==> src/rtl/kalman_tilt_estimator_unit_assert.svh <==
// ----------------------------------------------------------------------------
// Kalman tilt estimator assertion macros
// Concurrent check wrappers, compiled out when ASSERT_OFF is defined.
// ----------------------------------------------------------------------------
`ifndef KALMAN_TILT_ESTIMATOR_UNIT_ASSERT_SVH
`define KALMAN_TILT_ESTIMATOR_UNIT_ASSERT_SVH
`ifndef ASSERT_OFF
// Same-cycle implication, sampled on clk_i, held off during reset.
`define KTE_ASSERT_NOW(lbl, ante, cons, msg) \
  lbl: assert property (@(posedge clk_i) disable iff (!rst_ni) (ante) |-> (cons)) \
    else $error(msg);
// Next-cycle implication, sampled on clk_i, held off during reset.
`define KTE_ASSERT_NEXT(lbl, ante, cons, msg) \
  lbl: assert property (@(posedge clk_i) disable iff (!rst_ni) (ante) |=> (cons)) \
    else $error(msg);
`else
`define KTE_ASSERT_NOW(lbl, ante, cons, msg)
`define KTE_ASSERT_NEXT(lbl, ante, cons, msg)
`endif
`endif

==> src/rtl/kte_pkg.sv <==
// ----------------------------------------------------------------------------
// Kalman tilt estimator package
// Shared constants, codes, micro-operation program and status types.
// ----------------------------------------------------------------------------
package kte_pkg;

  localparam int FRAC_BITS_DEF  = 32;
  localparam int WORD_BITS_DEF  = 48;
  localparam int LIMB_BITS      = 32;
  localparam int CFG_DATA_BITS  = 48;
  localparam int CFG_INDEX_BITS = 3;
  localparam int STEP_BITS      = 6;

  localparam int TS_BITS = 33;
  localparam int QA_BITS = 47;
  localparam int QC_BITS = 48;
  localparam int QR_BITS = 47;
  localparam int MN_BITS = 47;

  localparam logic [TS_BITS-1:0] TS_RESET = 33'd42949673;
  localparam logic [QA_BITS-1:0] QA_RESET = 47'd1074;
  localparam logic [QC_BITS-1:0] QC_RESET = 48'd214748;
  localparam logic [QR_BITS-1:0] QR_RESET = 47'd42949673;
  localparam logic [MN_BITS-1:0] MN_RESET = 47'd42949673;

  typedef enum logic [CFG_INDEX_BITS-1:0] {
    CFG_TIME_STEP  = 3'd0,
    CFG_Q_ANGLE    = 3'd1,
    CFG_Q_CROSS    = 3'd2,
    CFG_Q_RATE     = 3'd3,
    CFG_MEAS_NOISE = 3'd4
  } kte_cfg_e;

  typedef enum logic [1:0] {
    OP_ADD = 2'd0,
    OP_SUB = 2'd1,
    OP_MUL = 2'd2,
    OP_DIV = 2'd3
  } kte_op_e;

  typedef enum logic [4:0] {
    R_DT, R_Q00, R_Q01, R_Q11, R_R,
    R_GP, R_GR, R_AP, R_AR,
    R_ANG0, R_ANG1, R_RT0, R_RT1,
    R_P00, R_P01, R_P10, R_P11,
    R_B, R_S, R_K0, R_K1, R_T, R_Y
  } kte_opd_e;

  typedef enum logic [2:0] {
    ST_IDLE, ST_LOAD, ST_RUN, ST_WAIT, ST_DONE
  } kte_state_e;

  typedef struct packed {
    kte_op_e  op;
    kte_opd_e a;
    kte_opd_e b;
    kte_opd_e dst;
  } kte_uop_t;

  typedef struct packed {
    logic done;
    logic sat;
  } kte_unit_st_t;

  localparam logic [STEP_BITS-1:0] LAST_STEP = 6'd40;

  function automatic kte_uop_t mk(kte_op_e op, kte_opd_e a, kte_opd_e b, kte_opd_e d);
    kte_uop_t u;
    u.op  = op;
    u.a   = a;
    u.b   = b;
    u.dst = d;
    return u;
  endfunction

  // One predict and correct step as a straight-line program.
  function automatic kte_uop_t uop_at(logic [STEP_BITS-1:0] s);
    kte_uop_t u;
    case (s)
      6'd0:  u = mk(OP_MUL, R_DT,   R_RT0, R_T);
      6'd1:  u = mk(OP_ADD, R_ANG0, R_T,   R_ANG0);
      6'd2:  u = mk(OP_MUL, R_DT,   R_GP,  R_T);
      6'd3:  u = mk(OP_ADD, R_RT0,  R_T,   R_RT0);
      6'd4:  u = mk(OP_MUL, R_DT,   R_RT1, R_T);
      6'd5:  u = mk(OP_ADD, R_ANG1, R_T,   R_ANG1);
      6'd6:  u = mk(OP_MUL, R_DT,   R_GR,  R_T);
      6'd7:  u = mk(OP_ADD, R_RT1,  R_T,   R_RT1);
      6'd8:  u = mk(OP_MUL, R_DT,   R_P11, R_T);
      6'd9:  u = mk(OP_ADD, R_P01,  R_T,   R_B);
      6'd10: u = mk(OP_MUL, R_DT,   R_P10, R_T);
      6'd11: u = mk(OP_ADD, R_P00,  R_T,   R_P00);
      6'd12: u = mk(OP_MUL, R_DT,   R_B,   R_T);
      6'd13: u = mk(OP_ADD, R_P00,  R_T,   R_P00);
      6'd14: u = mk(OP_ADD, R_P00,  R_Q00, R_P00);
      6'd15: u = mk(OP_ADD, R_B,    R_Q01, R_P01);
      6'd16: u = mk(OP_MUL, R_DT,   R_P11, R_T);
      6'd17: u = mk(OP_ADD, R_P10,  R_T,   R_P10);
      6'd18: u = mk(OP_ADD, R_P10,  R_Q01, R_P10);
      6'd19: u = mk(OP_ADD, R_P11,  R_Q11, R_P11);
      6'd20: u = mk(OP_ADD, R_P00,  R_R,   R_S);
      6'd21: u = mk(OP_DIV, R_P00,  R_S,   R_K0);
      6'd22: u = mk(OP_DIV, R_P10,  R_S,   R_K1);
      6'd23: u = mk(OP_SUB, R_AP,   R_ANG0, R_Y);
      6'd24: u = mk(OP_MUL, R_K0,   R_Y,   R_T);
      6'd25: u = mk(OP_ADD, R_ANG0, R_T,   R_ANG0);
      6'd26: u = mk(OP_MUL, R_K1,   R_Y,   R_T);
      6'd27: u = mk(OP_ADD, R_RT0,  R_T,   R_RT0);
      6'd28: u = mk(OP_SUB, R_AR,   R_ANG1, R_Y);
      6'd29: u = mk(OP_MUL, R_K0,   R_Y,   R_T);
      6'd30: u = mk(OP_ADD, R_ANG1, R_T,   R_ANG1);
      6'd31: u = mk(OP_MUL, R_K1,   R_Y,   R_T);
      6'd32: u = mk(OP_ADD, R_RT1,  R_T,   R_RT1);
      6'd33: u = mk(OP_MUL, R_K1,   R_P00, R_T);
      6'd34: u = mk(OP_SUB, R_P10,  R_T,   R_P10);
      6'd35: u = mk(OP_MUL, R_K1,   R_P01, R_T);
      6'd36: u = mk(OP_SUB, R_P11,  R_T,   R_P11);
      6'd37: u = mk(OP_MUL, R_K0,   R_P00, R_T);
      6'd38: u = mk(OP_SUB, R_P00,  R_T,   R_P00);
      6'd39: u = mk(OP_MUL, R_K0,   R_P01, R_T);
      6'd40: u = mk(OP_SUB, R_P01,  R_T,   R_P01);
      default: u = mk(OP_ADD, R_T, R_T, R_T);
    endcase
    return u;
  endfunction

endpackage

==> src/rtl/kte_div.sv <==
// ----------------------------------------------------------------------------
// Kalman tilt estimator divider
// Restoring fixed-point divider, one quotient bit per cycle, saturated.
// ----------------------------------------------------------------------------
module kte_div #(
  parameter int WORD_BITS = kte_pkg::WORD_BITS_DEF,
  parameter int FRAC_BITS = kte_pkg::FRAC_BITS_DEF
) (
  input  logic                        clk_i,
  input  logic                        rst_ni,
  input  logic                        start_i,
  input  logic signed [WORD_BITS-1:0] n_i,
  input  logic signed [WORD_BITS-1:0] d_i,
  output logic signed [WORD_BITS-1:0] res_o,
  output kte_pkg::kte_unit_st_t       st_o
);
  import kte_pkg::*;

  localparam int NB = WORD_BITS + FRAC_BITS;
  localparam int CB = $clog2(NB + 1);
  localparam logic [NB-1:0] LIM_NEG = NB'(1) << (WORD_BITS - 1);
  localparam logic [NB-1:0] LIM_POS = LIM_NEG - NB'(1);
  localparam logic [CB-1:0] LAST_IT = CB'(NB - 1);

  logic                 busy_q, fin_q, neg_q;
  logic [CB-1:0]        cnt_q;
  logic [NB-1:0]        num_q, quo_q;
  logic [WORD_BITS-1:0] ud_q;
  logic [WORD_BITS:0]   rem_q, rem2;
  logic                 ge, over;
  logic [WORD_BITS-1:0] un, ud, qlo;

  assign un   = n_i[WORD_BITS-1] ? (~n_i + 1'b1) : n_i;
  assign ud   = d_i[WORD_BITS-1] ? (~d_i + 1'b1) : d_i;
  assign rem2 = {rem_q[WORD_BITS-1:0], num_q[NB-1]};
  assign ge   = rem2 >= {1'b0, ud_q};

  always_ff @(posedge clk_i or negedge rst_ni) begin
    if (!rst_ni) begin
      busy_q <= 1'b0;
      fin_q  <= 1'b0;
    end else if (start_i) begin
      busy_q <= 1'b1;
      fin_q  <= 1'b0;
    end else if (fin_q) begin
      busy_q <= 1'b0;
      fin_q  <= 1'b0;
    end else if (busy_q && cnt_q == LAST_IT) begin
      fin_q <= 1'b1;
    end
  end

  always_ff @(posedge clk_i) begin
    if (start_i) begin
      num_q <= {un, {FRAC_BITS{1'b0}}} + NB'(ud >> 1);
      ud_q  <= ud;
      neg_q <= n_i[WORD_BITS-1] ^ d_i[WORD_BITS-1];
      rem_q <= '0;
      quo_q <= '0;
      cnt_q <= '0;
    end else if (busy_q && !fin_q) begin
      rem_q <= ge ? (rem2 - {1'b0, ud_q}) : rem2;
      quo_q <= {quo_q[NB-2:0], ge};
      num_q <= num_q << 1;
      cnt_q <= cnt_q + 1'b1;
    end
  end

  assign over = quo_q > (neg_q ? LIM_NEG : LIM_POS);
  assign qlo  = quo_q[WORD_BITS-1:0];

  always_comb begin
    if (over) begin
      res_o = neg_q ? {1'b1, {(WORD_BITS-1){1'b0}}} : {1'b0, {(WORD_BITS-1){1'b1}}};
    end else begin
      res_o = neg_q ? (~qlo + 1'b1) : qlo;
    end
  end

  assign st_o.done = fin_q;
  assign st_o.sat  = over;

endmodule

==> config.mk <==
export PLATFORM = sky130hd
export DESIGN_NAME = kte_div
export DESIGN_NICKNAME = d
export VERILOG_FILES = /design/src/rtl/kalman_tilt_estimator_unit_assert.svh /design/src/rtl/kte_pkg.sv /design/src/rtl/kte_div.sv
export SDC_FILE = /design/constraint.sdc
export NUM_CORES = 1
export LEC_CHECK = 0
export ABC_AREA = 1
export BUFFER_PORTS_ARGS = -buffer_cell sky130_fd_sc_hd__buf_2
export CAP_MARGIN = 20
export CORE_MARGIN = 1.5
export CORE_UTILIZATION = 30
export CTS_BUF_LIST = sky130_fd_sc_hd__clkbuf_4 sky130_fd_sc_hd__clkbuf_8
export CTS_CLUSTER_SIZE = 40
export DETAILED_ROUTE_END_ITERATION = 7
export HOLD_SLACK_MARGIN = 0.12
export MAX_ROUTING_LAYER = met4
export PLACE_DENSITY_LB_ADDON = 0.25
export SLEW_MARGIN = 5
export SYNTH_ARGS = -nofsm -noshare
export SYNTH_HDL_FRONTEND = slang
export SYNTH_SLANG_ARGS = --single-unit
==> constraint.sdc <==
create_clock -name clk_i -period 12.1 [get_ports clk_i]
set_input_delay 0.605 -clock clk_i [delete_from_list [all_inputs] [get_ports clk_i]]
set_output_delay 0.605 -clock clk_i [all_outputs]
set_load 0.02 [all_outputs]
After elaboration in Yosys (flattened, before gate mapping)
Index checks and enable logic that the tools add are counted.

storage, ports and cells
  register bits = 266
  input port bits = 99
  logic and storage cells = 40
  output and inout port bits = 50

cells by class
  reductions and logical operators = 5
  equal/unequal tests = 1
  add/subtract/negate cells = 6
  order comparisons = 2
  multiplexer cells = 14
  bitwise gates (word level) = 4

operator list
  cell                                                              count
  48-bit 2-to-1 mux                                                 7
  80-bit 2-to-1 mux                                                 2
  48-bit by 1-bit adder with 48-bit output (second input constant)  3
  48-bit NOT                                                        3
  80-bit by 47-bit adder with 80-bit output                         1
  80-bit by 48-bit > comparator with 1-bit output                   1
  49-bit by 48-bit >= comparator with 1-bit output                  1
  48-bit subtractor                                                 1
  7-bit by 1-bit adder with 7-bit output (second input constant)    1
  7-bit equality test (second input constant)                       1
  1-bit 2-to-1 mux                                                  5
  2-bit nonzero test                                                2
  1-bit logical AND                                                 2
  1-bit logical NOT                                                 1
  1-bit bitwise XOR                                                 1

Depth between registers and ports, before layout
  word-level depth = 5
  gate-level depth with buffers = 28
  depth with buffers taken out = 28

Worst setup path after synthesis
No wires, ideal clock.

  path kind = flip-flop to output port
  from = register neg_q
  to = output port res_o[28]
  cell stages (with the launch flop) = 14
  slack = 7.758 ns
  required time = 11.495 ns
  path buffers = 3
  data arrival time = 3.737 ns
  path through = edfxtp_1 > inv_1 > clkbuf_1 > ha_1 > nand4_1 > nor4_1 > nand2_1 > nor2_1 > nand3_1 > nand2_1 > inv_1 > clkbuf_1 > clkbuf_1 > o21ai_0

on the way
  cells in the longest elaborated chain, start to end = 3
  elaborated cells between the ends (all ways) = 5
  classes of those cells = 1 x order compare; 4 x mux

ends and longest elaborated chain
  item                                             RTL line       RTL
  start: declaration                               kte_div.sv:25  logic busy_q, fin_q, neg_q;
  start signal: assignment                         kte_div.sv:57  neg_q <= n_i[WORD_BITS-1] ^ d_i[WORD_BITS-1];
  48-bit 2-to-1 mux                                kte_div.sv:69  assign over = quo_q > (neg_q ? LIM_NEG : LIM_POS);
  80-bit by 48-bit > comparator with 1-bit output  kte_div.sv:69
  named net over                                   kte_div.sv:30  logic ge, over;
  48-bit 2-to-1 mux                                kte_div.sv:73  if (over) begin
  end: declaration                                 kte_div.sv:14  output logic signed [WORD_BITS-1:0] res_o,

The timed path passes the listed nets, and every way through them passes these cells.

Worst setup path after layout
  from = register neg_q
  to = output port res_o[13]

on the way
  cells in the longest elaborated chain, start to end = 3
  elaborated cells between the ends (all ways) = 5
  classes of those cells = 1 x order compare; 4 x mux

ends and longest elaborated chain
  item                                             RTL line
  48-bit 2-to-1 mux                                kte_div.sv:69, kte_div.sv:74
  80-bit by 48-bit > comparator with 1-bit output  kte_div.sv:69
  48-bit 2-to-1 mux *                              kte_div.sv:73

Mark *: on every way between the ends. The rest lies on a longest branch, timed or not.

==> results.toml <==
[status]
outcome = "complete, no violations"

[clock_network]
cts_root_buf = "clkbuf_8"
cts.sink_count = 266
clk_pin_slew_ns = 0.06
cts_tree = "yes"
numCtsBuffers = 51
cts_htree_levels = 2
clockBufferDepth = 3
clk-insertion-delay-late_ns = 0.65

[sta]
worst_slew_pin_slew_ns = 1.02
final_hold_viol_count = 0
setup_viol = 0
fin_crit_sh_pct = 51.9
max_slew_margin_pct = 32.0
fin_skew_ns = 0.0573
rsz0062_at_grt = "false"
fin_tns_setup_ns = 0
drv_slew = 0
fmax_mhz = 159
final.min_clock_period_ns = 6.28

[place]
dpl.cell_count = 3846
io_buffers = 148
hpwl_um = 46500
place_area_um2 = 21800
gp_congestion = 0.910

[layout]
final_layout_size_suffix_gt1_share_pct = 10.8
synthToLayoutAreaGrowth_pct = 13.7
fillerInstances = 7292
finalInstanceArea_um2 = 23000
stdcell_count = 3944
nNetsFinal = 3243

[die]
dieArea_um2 = 69000
pin_count = 149
die_height_um = 263
dieWidth_um = 263
core_area_um2 = 66900
initial_core_util_pct = 30.2
rows = 95

[logic_synthesis]
yosys_warnings = 0
synthDistinctLibCells = 64
async_reset_ff_share_pct = 0.752
ys_top_cells_by_area = "edfxtp_1, nand2_1, dfxtp_1, ha_1, inv_1"
synth_area_um2 = 20200
ys.flop_type = "dfxtp_1"
ys_ff_latch = 266
synth.avg_cell_area_um2 = 6.98
synth_edf_count = 129
synthCells = 2896
ys_seq_area_share_pct = 32.8
synth_top_area_share_pct = 19.2
synth_area_leader_cell = "edfxtp_1"
syn-num-nets = 3111

[critical_path]
start_kind = "flip-flop"
crit_top_cell = "nand2_1"
r2r.worst_path.cells = 8
endpoint_kind = "output pin"
critPathMaxFanout = 75
cpMaxStageDelayCell = "buf_4"
path_cells = "buf_4 -> inv_1 -> ha_1 -> nand4_1 -> nor4_1 -> nand2_1 -> nor2_1 -> nand3_1 -> nand2_1 -> inv_1 -> nand2_1 -> buf_4 -> o21ai_0 -> buf_2"
path_class = "reg2out"
crit_required_ns = 11.49
crit_family = "buffers and inverters"
rrSetupSlack_ns = 8.68
cp_num_buf_inv = 5
cp.arrival_ns = 5.67
startpoint = "neg_q"
rr_endpoint = "rem_q[22]"
r2r_start = "fin_q"
max_stage_delay_ns = 0.62

[route]
drt-initial-drc-count = 1101
vias = 19008
viasPerCell = 4.82
routedWlPerCell_um = 15.4
drc_errors = 0
ant_nets = 0
drtPass1Iterations = 5
wl_um = 60600

[power_and_ir_drop]
p_leak_nw = 10.6
ir_drop_v = 0.0000674
p_per_area_nw_per_um2 = 158

[global_routing]
grt_usage_pct = 17.8
grt_pass1_vias = 18259
grt_pass1_wl_um = 97200
grt_start_max_net_pins = 112
overflow = 0
antenna_found_initial = 3

[hold_path]
min_from = "d_i[0]"
whs_path_depth = 1
hold_end = "ud_q[0]"
hold_class = "in2reg"

[job]
cap_viol_max_count = 0
-- state kept, by name, indices dropped and copies added (netlist names) --
signal,count
busy_q,1
cnt_q,7
fin_q,1
neg_q,1
num_q,80
quo_q,80
rem_q,48
ud_q,48
-- how the worst max path moves through the flow --
| stage | end | slack (ns) | depth (start not counted) |
|---|---|---|---|
| after floorplan | res_o[28] | 7.76 | 13 |
| after global placement | res_o[2] | 6.71 | 14 |
| after detailed placement | res_o[13] | 6.48 | 14 |
| after CTS | res_o[46] | 5.72 | 14 |
| after global routing | res_o[0] | 5.09 | 14 |
| final | res_o[13] | 5.82 | 14 |
-- routing by layer --
layer	part of all wire (%)	vias to the layer above	global-route usage [%]
li1	-	9871	-
met1	49	8644	24.0
met2	44	409	27.8
met3	4.8	84	2.42
met4	2.0	0	4.59
met5	0	-	-
-- synth_stat cells (5+ instances only) --
library cell and number:
a21o_1 6, a21oi_1 137, a31oi_1 22, buf_1 8
buf_2 15, clkbuf_1 54, dfxtp_1 135, edfxtp_1 129
ha_1 114, inv_1 354, inv_2 12, nand2_1 757
nand2_2 16, nand3_1 152, nand3_2 9, nand3b_1 9
nand4_1 50, nor2_1 300, nor2_2 14, nor3_1 37
nor3_2 6, nor4_1 30, o211ai_1 21, o21a_1 10
o21ai_0 157, o21ai_1 12, o21bai_1 7, o22ai_1 78
o31ai_1 10, or2_1 5, xnor2_1 46, xor2_1 129
-- per-stage QoR --
| step | setup slack [ns] | power [mW] | hold WS [ns] | utilization, % |
|---|---|---|---|---|
| after detailed placement | 6.48 | 2.63 | 0.400 | 32.6 |
| after floorplan | 7.76 | 2.22 | 0.309 | - |
| after global routing | 5.09 | 3.91 | 0.145 | 34.4 |
| final | 5.82 | 3.64 | 0.186 | 34.4 |
| after CTS | 5.72 | 3.67 | 0.122 | 34.3 |
| after global placement | 6.71 | 2.64 | 0.396 | 32.6 |
-- area by class of cell --
| cell class | count | area (um^2) | share of cell area [%] |
|---|---|---|---|
| multi-input cells | 2180 | 11900 | 51.7 |
| flip-flops and latches | 266 | 6630 | 28.8 |
| inverters | 369 | 1390 | 6.06 |
| well taps | 873 | 1090 | 4.75 |
| clock buffers | 71 | 896 | 3.90 |
| repair buffers | 160 | 843 | 3.67 |
| clock inverters | 23 | 260 | 1.13 |
| diodes | 2 | 5.00 | 0.0218 |
-- kinds of logic (layout without fill, tap and decap cells) --
logic type	Yosys count	in the layout	share of synthesized area (%)
DFF	266	266	32.8
and+or+nand+nor	1408	1408	30.0
buffers and inverters	450	623	8.54
adders and majority gates	116	116	7.25
AOI/OAI and AO/OA	476	476	13.4
xor gates and xnor gates	180	180	8.03
other	0	2	0
-- timing repair --
item,CTS,global route
gates resized for setup,0,0
hold buffers,1,0
buffers inserted,0,0
endpoints found under the hold margin,2,0
-- power breakdown --
part	switching (mW)	total, mW	internal (mW)
Sequential	0.0644	1.14	1.08
Clock	0.418	1.01	0.590
Combinational	0.982	1.49	0.503
-- cell usage in the layout (no fill, tap or decap), types with 50 or more instances in the layout --
| cell | synthesis | layout |
|---|---|---|
| buf_2 | 15 | 147 |
| nand4_1 | 50 | 50 |
| inv_1 | 354 | 354 |
| clkbuf_8 | 0 | 58 |
| o22ai_1 | 78 | 78 |
| a21oi_1 | 137 | 137 |
| o21ai_0 | 157 | 157 |
| nand3_1 | 152 | 152 |
| nor2_1 | 300 | 299 |
| nand2_1 | 757 | 757 |
| edfxtp_1 | 129 | 129 |
| xor2_1 | 129 | 129 |
| dfxtp_1 | 135 | 135 |
| ha_1 | 114 | 114 |
No activity file was read; power rests on OpenSTA's default activity.
