[config.mk]
export PLATFORM = sky130hd
export DESIGN_NAME = kte_mul
export DESIGN_NICKNAME = d
export VERILOG_FILES = /design/src/rtl/kalman_tilt_estimator_unit_assert.svh /design/src/rtl/kte_pkg.sv /design/src/rtl/kte_mul.sv
export SDC_FILE = /design/constraint.sdc
export NUM_CORES = 2
export LEC_CHECK = 0
export BUFFER_PORTS_ARGS = -buffer_cell sky130_fd_sc_hd__buf_2
export CELL_PAD_IN_SITES_DETAIL_PLACEMENT = 0
export CELL_PAD_IN_SITES_GLOBAL_PLACEMENT = 1
export CORE_UTILIZATION = 55
export CTS_BUF_LIST = sky130_fd_sc_hd__clkbuf_2
export CTS_CLUSTER_SIZE = 25
export DETAILED_ROUTE_END_ITERATION = 6
export PLACE_DENSITY_LB_ADDON = 0.1
export SLEW_MARGIN = 20
export SYNTH_ARGS = -nofsm -noshare
export SYNTH_HDL_FRONTEND = slang
export SYNTH_SLANG_ARGS = --single-unit
[constraint.sdc]
create_clock -name clk_i -period 14.5 [get_ports clk_i]
set_input_delay 0.725 -clock clk_i [delete_from_list [all_inputs] [get_ports clk_i]]
set_output_delay 0.725 -clock clk_i [all_outputs]
set_load 0.02 [all_outputs]
[src/rtl/kalman_tilt_estimator_unit_assert.svh]
// ----------------------------------------------------------------------------
// Kalman tilt estimator assertion macros
// Concurrent check wrappers, compiled out when ASSERT_OFF is defined.
// ----------------------------------------------------------------------------
`ifndef KALMAN_TILT_ESTIMATOR_UNIT_ASSERT_SVH
`define KALMAN_TILT_ESTIMATOR_UNIT_ASSERT_SVH
`ifndef ASSERT_OFF
// Same-cycle implication, sampled on clk_i, held off during reset.
`define KTE_ASSERT_NOW(lbl, ante, cons, msg) \
  lbl: assert property (@(posedge clk_i) disable iff (!rst_ni) (ante) |-> (cons)) \
    else $error(msg);
// Next-cycle implication, sampled on clk_i, held off during reset.
`define KTE_ASSERT_NEXT(lbl, ante, cons, msg) \
  lbl: assert property (@(posedge clk_i) disable iff (!rst_ni) (ante) |=> (cons)) \
    else $error(msg);
`else
`define KTE_ASSERT_NOW(lbl, ante, cons, msg)
`define KTE_ASSERT_NEXT(lbl, ante, cons, msg)
`endif
`endif

[src/rtl/kte_pkg.sv]
// ----------------------------------------------------------------------------
// Kalman tilt estimator package
// Shared constants, codes, micro-operation program and status types.
// ----------------------------------------------------------------------------
package kte_pkg;

  localparam int FRAC_BITS_DEF  = 32;
  localparam int WORD_BITS_DEF  = 48;
  localparam int LIMB_BITS      = 32;
  localparam int CFG_DATA_BITS  = 48;
  localparam int CFG_INDEX_BITS = 3;
  localparam int STEP_BITS      = 6;

  localparam int TS_BITS = 33;
  localparam int QA_BITS = 47;
  localparam int QC_BITS = 48;
  localparam int QR_BITS = 47;
  localparam int MN_BITS = 47;

  localparam logic [TS_BITS-1:0] TS_RESET = 33'd42949673;
  localparam logic [QA_BITS-1:0] QA_RESET = 47'd1074;
  localparam logic [QC_BITS-1:0] QC_RESET = 48'd214748;
  localparam logic [QR_BITS-1:0] QR_RESET = 47'd42949673;
  localparam logic [MN_BITS-1:0] MN_RESET = 47'd42949673;

  typedef enum logic [CFG_INDEX_BITS-1:0] {
    CFG_TIME_STEP  = 3'd0,
    CFG_Q_ANGLE    = 3'd1,
    CFG_Q_CROSS    = 3'd2,
    CFG_Q_RATE     = 3'd3,
    CFG_MEAS_NOISE = 3'd4
  } kte_cfg_e;

  typedef enum logic [1:0] {
    OP_ADD = 2'd0,
    OP_SUB = 2'd1,
    OP_MUL = 2'd2,
    OP_DIV = 2'd3
  } kte_op_e;

  typedef enum logic [4:0] {
    R_DT, R_Q00, R_Q01, R_Q11, R_R,
    R_GP, R_GR, R_AP, R_AR,
    R_ANG0, R_ANG1, R_RT0, R_RT1,
    R_P00, R_P01, R_P10, R_P11,
    R_B, R_S, R_K0, R_K1, R_T, R_Y
  } kte_opd_e;

  typedef enum logic [2:0] {
    ST_IDLE, ST_LOAD, ST_RUN, ST_WAIT, ST_DONE
  } kte_state_e;

  typedef struct packed {
    kte_op_e  op;
    kte_opd_e a;
    kte_opd_e b;
    kte_opd_e dst;
  } kte_uop_t;

  typedef struct packed {
    logic done;
    logic sat;
  } kte_unit_st_t;

  localparam logic [STEP_BITS-1:0] LAST_STEP = 6'd40;

  function automatic kte_uop_t mk(kte_op_e op, kte_opd_e a, kte_opd_e b, kte_opd_e d);
    kte_uop_t u;
    u.op  = op;
    u.a   = a;
    u.b   = b;
    u.dst = d;
    return u;
  endfunction

  // One predict and correct step as a straight-line program.
  function automatic kte_uop_t uop_at(logic [STEP_BITS-1:0] s);
    kte_uop_t u;
    case (s)
      6'd0:  u = mk(OP_MUL, R_DT,   R_RT0, R_T);
      6'd1:  u = mk(OP_ADD, R_ANG0, R_T,   R_ANG0);
      6'd2:  u = mk(OP_MUL, R_DT,   R_GP,  R_T);
      6'd3:  u = mk(OP_ADD, R_RT0,  R_T,   R_RT0);
      6'd4:  u = mk(OP_MUL, R_DT,   R_RT1, R_T);
      6'd5:  u = mk(OP_ADD, R_ANG1, R_T,   R_ANG1);
      6'd6:  u = mk(OP_MUL, R_DT,   R_GR,  R_T);
      6'd7:  u = mk(OP_ADD, R_RT1,  R_T,   R_RT1);
      6'd8:  u = mk(OP_MUL, R_DT,   R_P11, R_T);
      6'd9:  u = mk(OP_ADD, R_P01,  R_T,   R_B);
      6'd10: u = mk(OP_MUL, R_DT,   R_P10, R_T);
      6'd11: u = mk(OP_ADD, R_P00,  R_T,   R_P00);
      6'd12: u = mk(OP_MUL, R_DT,   R_B,   R_T);
      6'd13: u = mk(OP_ADD, R_P00,  R_T,   R_P00);
      6'd14: u = mk(OP_ADD, R_P00,  R_Q00, R_P00);
      6'd15: u = mk(OP_ADD, R_B,    R_Q01, R_P01);
      6'd16: u = mk(OP_MUL, R_DT,   R_P11, R_T);
      6'd17: u = mk(OP_ADD, R_P10,  R_T,   R_P10);
      6'd18: u = mk(OP_ADD, R_P10,  R_Q01, R_P10);
      6'd19: u = mk(OP_ADD, R_P11,  R_Q11, R_P11);
      6'd20: u = mk(OP_ADD, R_P00,  R_R,   R_S);
      6'd21: u = mk(OP_DIV, R_P00,  R_S,   R_K0);
      6'd22: u = mk(OP_DIV, R_P10,  R_S,   R_K1);
      6'd23: u = mk(OP_SUB, R_AP,   R_ANG0, R_Y);
      6'd24: u = mk(OP_MUL, R_K0,   R_Y,   R_T);
      6'd25: u = mk(OP_ADD, R_ANG0, R_T,   R_ANG0);
      6'd26: u = mk(OP_MUL, R_K1,   R_Y,   R_T);
      6'd27: u = mk(OP_ADD, R_RT0,  R_T,   R_RT0);
      6'd28: u = mk(OP_SUB, R_AR,   R_ANG1, R_Y);
      6'd29: u = mk(OP_MUL, R_K0,   R_Y,   R_T);
      6'd30: u = mk(OP_ADD, R_ANG1, R_T,   R_ANG1);
      6'd31: u = mk(OP_MUL, R_K1,   R_Y,   R_T);
      6'd32: u = mk(OP_ADD, R_RT1,  R_T,   R_RT1);
      6'd33: u = mk(OP_MUL, R_K1,   R_P00, R_T);
      6'd34: u = mk(OP_SUB, R_P10,  R_T,   R_P10);
      6'd35: u = mk(OP_MUL, R_K1,   R_P01, R_T);
      6'd36: u = mk(OP_SUB, R_P11,  R_T,   R_P11);
      6'd37: u = mk(OP_MUL, R_K0,   R_P00, R_T);
      6'd38: u = mk(OP_SUB, R_P00,  R_T,   R_P00);
      6'd39: u = mk(OP_MUL, R_K0,   R_P01, R_T);
      6'd40: u = mk(OP_SUB, R_P01,  R_T,   R_P01);
      default: u = mk(OP_ADD, R_T, R_T, R_T);
    endcase
    return u;
  endfunction

endpackage

[src/rtl/kte_mul.sv]
// ----------------------------------------------------------------------------
// Kalman tilt estimator multiplier
// Fixed-point product over 32x32 limb partials, rounded and saturated.
// ----------------------------------------------------------------------------
module kte_mul #(
  parameter int WORD_BITS = kte_pkg::WORD_BITS_DEF,
  parameter int FRAC_BITS = kte_pkg::FRAC_BITS_DEF
) (
  input  logic                        clk_i,
  input  logic                        rst_ni,
  input  logic                        start_i,
  input  logic signed [WORD_BITS-1:0] a_i,
  input  logic signed [WORD_BITS-1:0] b_i,
  output logic signed [WORD_BITS-1:0] res_o,
  output kte_pkg::kte_unit_st_t       st_o
);
  import kte_pkg::*;

  localparam int NL = (WORD_BITS + LIMB_BITS - 1) / LIMB_BITS;
  localparam int MB = NL * LIMB_BITS;
  localparam int PB = 2 * MB;
  localparam int IB = (NL > 1) ? $clog2(NL) : 1;
  localparam int RB = 2 * WORD_BITS + 1;
  localparam logic [RB-1:0] LIM_NEG = RB'(1) << (WORD_BITS - 1);
  localparam logic [RB-1:0] LIM_POS = LIM_NEG - RB'(1);
  localparam logic [RB-1:0] HALF    = RB'(1) << (FRAC_BITS - 1);
  localparam logic [IB-1:0] LAST_L  = IB'(NL - 1);

  logic            busy_q, issued_q, ppv_q, neg_q;
  logic [MB-1:0]   ma_q, mb_q;
  logic [IB-1:0]   i_q, j_q;
  logic [IB:0]     sh_q;
  logic [2*LIMB_BITS-1:0] pp_q;
  logic [PB-1:0]   acc_q;
  logic [WORD_BITS-1:0] ua, ub;
  logic [RB-1:0]   rnd, quo, lim;
  logic            over;
  logic [WORD_BITS-1:0] qlo;

  assign ua = a_i[WORD_BITS-1] ? (~a_i + 1'b1) : a_i;
  assign ub = b_i[WORD_BITS-1] ? (~b_i + 1'b1) : b_i;

  always_ff @(posedge clk_i or negedge rst_ni) begin
    if (!rst_ni) begin
      busy_q   <= 1'b0;
      issued_q <= 1'b0;
      ppv_q    <= 1'b0;
    end else if (start_i) begin
      busy_q   <= 1'b1;
      issued_q <= 1'b0;
      ppv_q    <= 1'b0;
    end else if (busy_q) begin
      ppv_q <= !issued_q;
      if (!issued_q && i_q == LAST_L && j_q == LAST_L) begin
        issued_q <= 1'b1;
      end
      if (issued_q && !ppv_q) begin
        busy_q <= 1'b0;
      end
    end
  end

  always_ff @(posedge clk_i) begin
    if (start_i) begin
      ma_q  <= MB'(ua);
      mb_q  <= MB'(ub);
      neg_q <= a_i[WORD_BITS-1] ^ b_i[WORD_BITS-1];
      i_q   <= '0;
      j_q   <= '0;
      acc_q <= '0;
    end else if (busy_q) begin
      if (!issued_q) begin
        pp_q <= ma_q[i_q*LIMB_BITS +: LIMB_BITS] * mb_q[j_q*LIMB_BITS +: LIMB_BITS];
        sh_q <= (IB+1)'(i_q) + (IB+1)'(j_q);
        if (j_q == LAST_L) begin
          j_q <= '0;
          i_q <= i_q + 1'b1;
        end else begin
          j_q <= j_q + 1'b1;
        end
      end
      if (ppv_q) begin
        acc_q <= acc_q + (PB'(pp_q) << (sh_q * LIMB_BITS));
      end
    end
  end

  // Round to nearest, ties away from zero, then saturate on magnitude.
  assign rnd  = {1'b0, acc_q[2*WORD_BITS-1:0]} + HALF;
  assign quo  = rnd >> FRAC_BITS;
  assign lim  = neg_q ? LIM_NEG : LIM_POS;
  assign over = quo > lim;
  assign qlo  = quo[WORD_BITS-1:0];

  always_comb begin
    if (over) begin
      res_o = neg_q ? {1'b1, {(WORD_BITS-1){1'b0}}} : {1'b0, {(WORD_BITS-1){1'b1}}};
    end else begin
      res_o = neg_q ? (~qlo + 1'b1) : qlo;
    end
  end

  assign st_o.done = busy_q && issued_q && !ppv_q;
  assign st_o.sat  = over;

endmodule

After elaboration in Yosys (flattened, before gate mapping)
Index checks and enable logic that the tools add are counted.
{"block": "totals", "ff_bits": 296, "output_inout_bits": 50, "wordCells": 61}
{"block": "op_classes", "addsub": 8, "n_mul": 1, "magnitude_cmp": 1, "n_shift": 3, "muxes": 15, "bitwise": 6, "reduce_logical": 14}
{"op": "$mux W48", "n": 4}
{"op": "$add A48 B1 Y48 const B", "n": 3}
{"op": "$not A48 Y48", "n": 3}
{"op": "$add A128 B128 Y128", "n": 1}
{"op": "$shiftx A64 B7 Y32", "n": 2}
{"op": "$shl A64 B7 Y128", "n": 1}
{"op": "$add A96 B32 Y97 const B", "n": 1}
{"op": "$mux W47", "n": 2}
{"op": "$gt A65 B48 Y1", "n": 1}
{"op": "$mul A32 B32 Y64", "n": 1}
{"op": "$mux W1", "n": 9}
{"op": "$reduce_and A2 Y1", "n": 3}
{"op": "$reduce_and A3 Y1", "n": 2}
{"op": "$logic_and A1 B1 Y1", "n": 5}
{"op": "$reduce_bool A2 Y1", "n": 2}
{"op": "$add A1 B1 Y1 const B", "n": 2}
{"op": "$add A1 B1 Y2", "n": 1}
{"op": "$logic_not A1 Y1", "n": 2}
{"op": "$not A1 Y1", "n": 2}
{"op": "$xor A1 B1 Y1", "n": 1}

Longest topological paths before layout
{"block": "logic_depth", "ltp_word": 6, "depth_mapped": 34}

Least setup slack after synthesis
OpenSTA, ideal clock, no wires.
{"block": "synth_timing", "kind": "reg2reg", "startpoint": "reg j_q", "endpoint": "reg pp_q[63] (data pin)", "setup_ns": 0.260, "t_arrival_ns": 9.062, "t_required_ns": 14.240, "path_slack_ns": 5.178, "stages_incl_launch_ff": 31, "synth_period_minus_slack_ns": 9.322, "path_cell_list": "dfxtp_1 > clkbuf_1 > clkbuf_1 > mux2i_1 > clkbuf_1 > nor2_1 > fa_1 > fa_1 > fa_1 > inv_1 > fa_1 > inv_1 > fa_1 > fa_1 > fa_1 > inv_1 > fa_1 > inv_1 > ha_1 > clkbuf_1 > a21o_1 > a21o_1 > a21o_1 > or4b_2 > a2111oi_0 > a211oi_1 > and3b_1 > o41a_1 > o21ai_0 > a21oi_1 > xnor2_1"}
{"block": "synth_via", "elab_chain_cells": 2}
{"item": "start, declared", "line": "kte_mul.sv:31", "rtl": "logic [IB-1:0] i_q, j_q;"}
{"item": "start signal, assigned", "line": "kte_mul.sv:79", "rtl": "j_q <= j_q + 1'b1;"}
{"item": "$shiftx A64 B7 Y32", "line": "kte_mul.sv:73", "rtl": "pp_q <= ma_q[i_q*LIMB_BITS +: LIMB_BITS] * mb_q[j_q*LIMB_BITS +: LIMB_BITS];"}
{"item": "$mul A32 B32 Y64", "line": "kte_mul.sv:73"}
{"item": "end signal, assigned", "line": "kte_mul.sv:73"}
{"item": "end, declared", "line": "kte_mul.sv:33", "rtl": "logic [2*LIMB_BITS-1:0] pp_q;"}
No other way between the ends.
A chain may end at the register's enable or synchronous reset.

Worst setup path after layout
{"block": "layout_timing", "startpoint": "reg i_q", "endpoint": "reg pp_q[56] (data pin)"}
{"block": "layout_via", "elab_chain_cells": 2}
{"item": "start, declared", "line": "kte_mul.sv:31"}
{"item": "start signal, assigned", "line": "kte_mul.sv:77", "rtl": "i_q <= i_q + 1'b1;"}
{"item": "$shiftx A64 B7 Y32", "line": "kte_mul.sv:73"}
{"item": "$mul A32 B32 Y64", "line": "kte_mul.sv:73"}
No other way between the ends.

==> impl_summary.md <==
Worst hold path
The number of instances on the worst hold path is 3. The worst min-delay path startpoint is b_i[47]. The worst hold-check path type is input port to flop.

The end of the worst hold path is mb_q[7]$_DFFE_PP_.

Timing
Measured against its own limit, the worst slew margin works out to 0.169. The worst hold slack is 293 ps. The number of endpoints with negative hold slack in the final report was 0. After layout, the worst setup slack is 4100 ps. Setup repair after global routing left no endpoint under its margin. The setup TNS after final layout is 0 ps. The worst-margin pin slew is about 1200 ps. After layout, the minimum clock period comes to just over 10000 ps. The count of final max-slew check failures is 0. The highest clock rate is between 90 and 100 MHz. In the finished design, the share of the clock period the worst path needs comes to 0.717. Setup violations remaining at the end of the flow were counted as 0. The worst clock skew is between 150 and 200 ps.

GRT
The total track usage is 0.396. The total overflow left after global routing is 0. The number of antenna violations at the first check in global routing is 9.

Entering global routing, the biggest net connects 101 pins. The first global-routing pass estimated roughly 300000 um of wire. The number of global-route vias before repair is ~48000.

Critical path
The kind of capture point of the worst setup path is a flop. The register-to-register setup slack is just over 4000 ps. In this design, the stage delay of the slowest critical-path cell is ~980 ps. In this run the worst path has a maximum fanout of between 60 and 70. STA puts the critical path data required time at between 15000 and 20000 ps. The most numerous cell type found on the critical path is sky130_fd_sc_hd__fa_1.

The critical path arrival is 11330 ps. The slowest stage of the critical path is the sky130_fd_sc_hd__dfxtp_4 cell. The number of cell instances on the worst register-to-register path is 28. The reg-to-reg endpoint is pp_q[56]$_DFFE_PP_. The kind of start point of the critical path is a flop. The start-to-end type of the worst setup path is flop to flop. The startpoint identified for the worst register-to-register timing path is i_q$_SDFFE_PP0P_.

Floorplan
In this run the horizontal extent of the chip is roughly 320 um. In this run the vertical extent of the chip is 318 um. The floorplan core area is 0.0986 mm^2.

The effective utilization at floorplan is 0.556. After floorplanning, the core was divided into 115 placement rows. The number of ports placed on the die boundary is between 100 and 150.

The die outline area is about 0.10 mm^2.

CTS
The total CTS buffers is 75. The number of clock sinks is between 200 and 300. In this run, post-CTS repair resized a total of 0 instances. The later pin in the worst-skew pair is clocked with a latency of approximately 1300 ps. The root buffer cell chosen for the clock tree is sky130_fd_sc_hd__clkbuf_2. In this run the number of H-tree levels came out at 3.

Clock-pin slew was measured on the worst setup and hold paths at 120 ps. The maximum clock path buffer count is 3. The TritonCTS clock tree is done.

Placement
The count of buffers from port buffering is 148. The final RePlAce weighted congestion is slightly above 1. The HPWL reported at the end of detailed placement is 155000 um. OpenSTA, run right after detailed placement, puts the worst setup slack at between 4000 and 5000 ps.

Synthesis
Of the post-synthesis cell area, the dominant cell type holds 0.328. The number of distinct library cell variants in the gate-level netlist after synthesis is 96. The synthesized design contains roughly 260 register bits. The total of warnings raised by yosys is 0. The most frequently used flop master after synthesis is sky130_fd_sc_hd__edfxtp_1.

By area the synthesized netlist is led by sky130_fd_sc_hd__fa_1 (33%), sky130_fd_sc_hd__ha_1 (9.4%), sky130_fd_sc_hd__edfxtp_1 (8.9%). Yosys mapped a number of flops with a built-in enable equal to 163. Summing every instance area after synthesis gives ~0.055 mm^2. The synthesized design spends more area on one cell type than any other, namely sky130_fd_sc_hd__fa_1.

Counting every instance in the synthesized netlist gives approximately 6500. The fraction of registers with async set/reset is 0.0114. The net count of the mapped netlist is roughly 7900.

The average instance in the mapped netlist occupies 8.46 um^2. The sequential cell area fraction in the yosys report is 0.127.

Finish
The library cell used most frequently in the layout, excluding fill and tap cells, is sky130_fd_sc_hd__inv_1. In the final layout, the share of cells above drive strength 1 is 0.0741. Leaving out fill and tap cells, the most frequent cells in the layout are sky130_fd_sc_hd__inv_1 (1016), sky130_fd_sc_hd__fa_1 (897), sky130_fd_sc_hd__nor2_1 (794). From synthesis to final layout, the design area changed by 7.18%. The fill cell instance count of the final layout is 9053. The final layout contains around 8000 nets.

Route
The detail route stage leaves a number of antenna-violating nets equal to 0. The detailed router finished its first iteration with around 4400 violations. After detailed routing, the number of vias per cell comes to roughly 6.0. The routed design has between 150000 and 200000 um of wire. The average detailed-routed wire length per instance is ~25 um.

The pre-antenna-repair detailed-routing pass consisted of 6 iterations. For this block, the via count after detailed routing is 47600. In the routed design, unresolved DRC markers number 0.

Run
The tool flagged a number of max-cap violations equal to 0.

Status
The flow ran to the end, and the final reports show no timing, DRC or antenna violations.
-- area by class of cell --
| type | instances | area [um^2] | area share |
|---|---|---|---|
| antenna | 1 | 2.50 | 0.0000426 |
| clock buffer | 103 | 515 | 0.00878 |
| clock inverter | 24 | 129 | 0.00220 |
| inverter | 1018 | 3820 | 0.0651 |
| multi-input combinational | 4836 | 42900 | 0.730 |
| sequential | 264 | 6940 | 0.118 |
| tap | 1287 | 1610 | 0.0274 |
| timing repair buffer | 379 | 2820 | 0.0481 |
-- cell families after synthesis --
group | count (synthesis) | share of synthesized area
AOI/OAI and AO/OA | 967 | 0.114
and+or+nand+nor | 2159 | 0.175
muxes | 105 | 0.0200
xor gates and xnor gates | 297 | 0.0475
DFF | 264 | 0.127
adders and majority gates | 1308 | 0.422
buffers and inverters | 1371 | 0.0954
-- per-stage QoR --
step           cell area [um^2]  utilization  std cells
2_1_floorplan             54800            -       6471
3_3_place_gp              56700        0.575       7649
3_5_place_dp              56700        0.575       7649
4_1_cts                   58700        0.595       7910
5_1_grt                   58700        0.596       7912
6_report                  58700        0.596       7912
-- worst max-delay path by stage --
| stage | startpoint | end | slack, ps | cells past startpoint |
|---|---|---|---|---|
| 2_1_floorplan | j_q$_SDFFE_PP0P_ | pp_q[63]$_DFFE_PP_ | 5180 | 30 |
| 3_3_place_gp | j_q$_SDFFE_PP0P_ | pp_q[63]$_DFFE_PP_ | 4310 | 23 |
| 3_5_place_dp | i_q$_SDFFE_PP0P_ | pp_q[56]$_DFFE_PP_ | 4230 | 28 |
| 4_1_cts | i_q$_SDFFE_PP0P_ | pp_q[56]$_DFFE_PP_ | 4220 | 28 |
| 5_1_grt | i_q$_SDFFE_PP0P_ | pp_q[56]$_DFFE_PP_ | 3770 | 28 |
| 6_report | i_q$_SDFFE_PP0P_ | pp_q[56]$_DFFE_PP_ | 4100 | 28 |
-- cells in the mapped netlist (60+ instances only) --
master	count
sky130_fd_sc_hd__a21o_1	110
sky130_fd_sc_hd__a21oi_1	306
sky130_fd_sc_hd__clkbuf_1	311
sky130_fd_sc_hd__dfxtp_1	98
sky130_fd_sc_hd__edfxtp_1	163
sky130_fd_sc_hd__fa_1	897
sky130_fd_sc_hd__ha_1	411
sky130_fd_sc_hd__inv_1	1016
sky130_fd_sc_hd__mux2i_1	71
sky130_fd_sc_hd__nand2_1	779
sky130_fd_sc_hd__nand2b_1	60
sky130_fd_sc_hd__nand3_1	92
sky130_fd_sc_hd__nand4_1	85
sky130_fd_sc_hd__nor2_1	796
sky130_fd_sc_hd__nor3_1	69
sky130_fd_sc_hd__o21ai_0	208
sky130_fd_sc_hd__xnor2_1	207
sky130_fd_sc_hd__xor2_1	90
-- state kept, by name, indices dropped and copies added, names as in the netlist --
signal    cells
i_q           1
issued_q      1
busy_q        1
sh_q          2
j_q           1
pp_q         64
ppv_q         1
mb_q         48
neg_q         1
ma_q         48
acc_q        96
-- critical path: cells and delay by family (launching register included) --
kind	cells	cell delay [ps]
adders and majority gates	9	4470
AOI/OAI and AO/OA	6	2460
DFF	1	980
muxes	1	910
buffers and inverters	7	650
and+or+nand+nor	4	470
xor gates and xnor gates	1	180
-- repair_timing --
action / 4_1_cts / 5_1_grt
buffers inserted: 0 / 0
hold buffers: 134 / 0
endpoints found under the setup margin: 0 / 0
hold endpoints to repair: 134 / 0
-- layer usage --
| layer | wire length [um] | vias to the layer above | global-route usage |
|---|---|---|---|
| li1 | - | 21000 | - |
| met1 | 77400 | 23400 | 0.510 |
| met2 | 87400 | 2594 | 0.618 |
| met3 | 21800 | 566 | 0.106 |
| met4 | 11500 | 14 | 0.193 |
| met5 | 102 | - | 0.00142 |
Power is left out: the tool's default activity adds up to more than one toggle a clock period on the data nets, which glitch-free logic cannot reach.
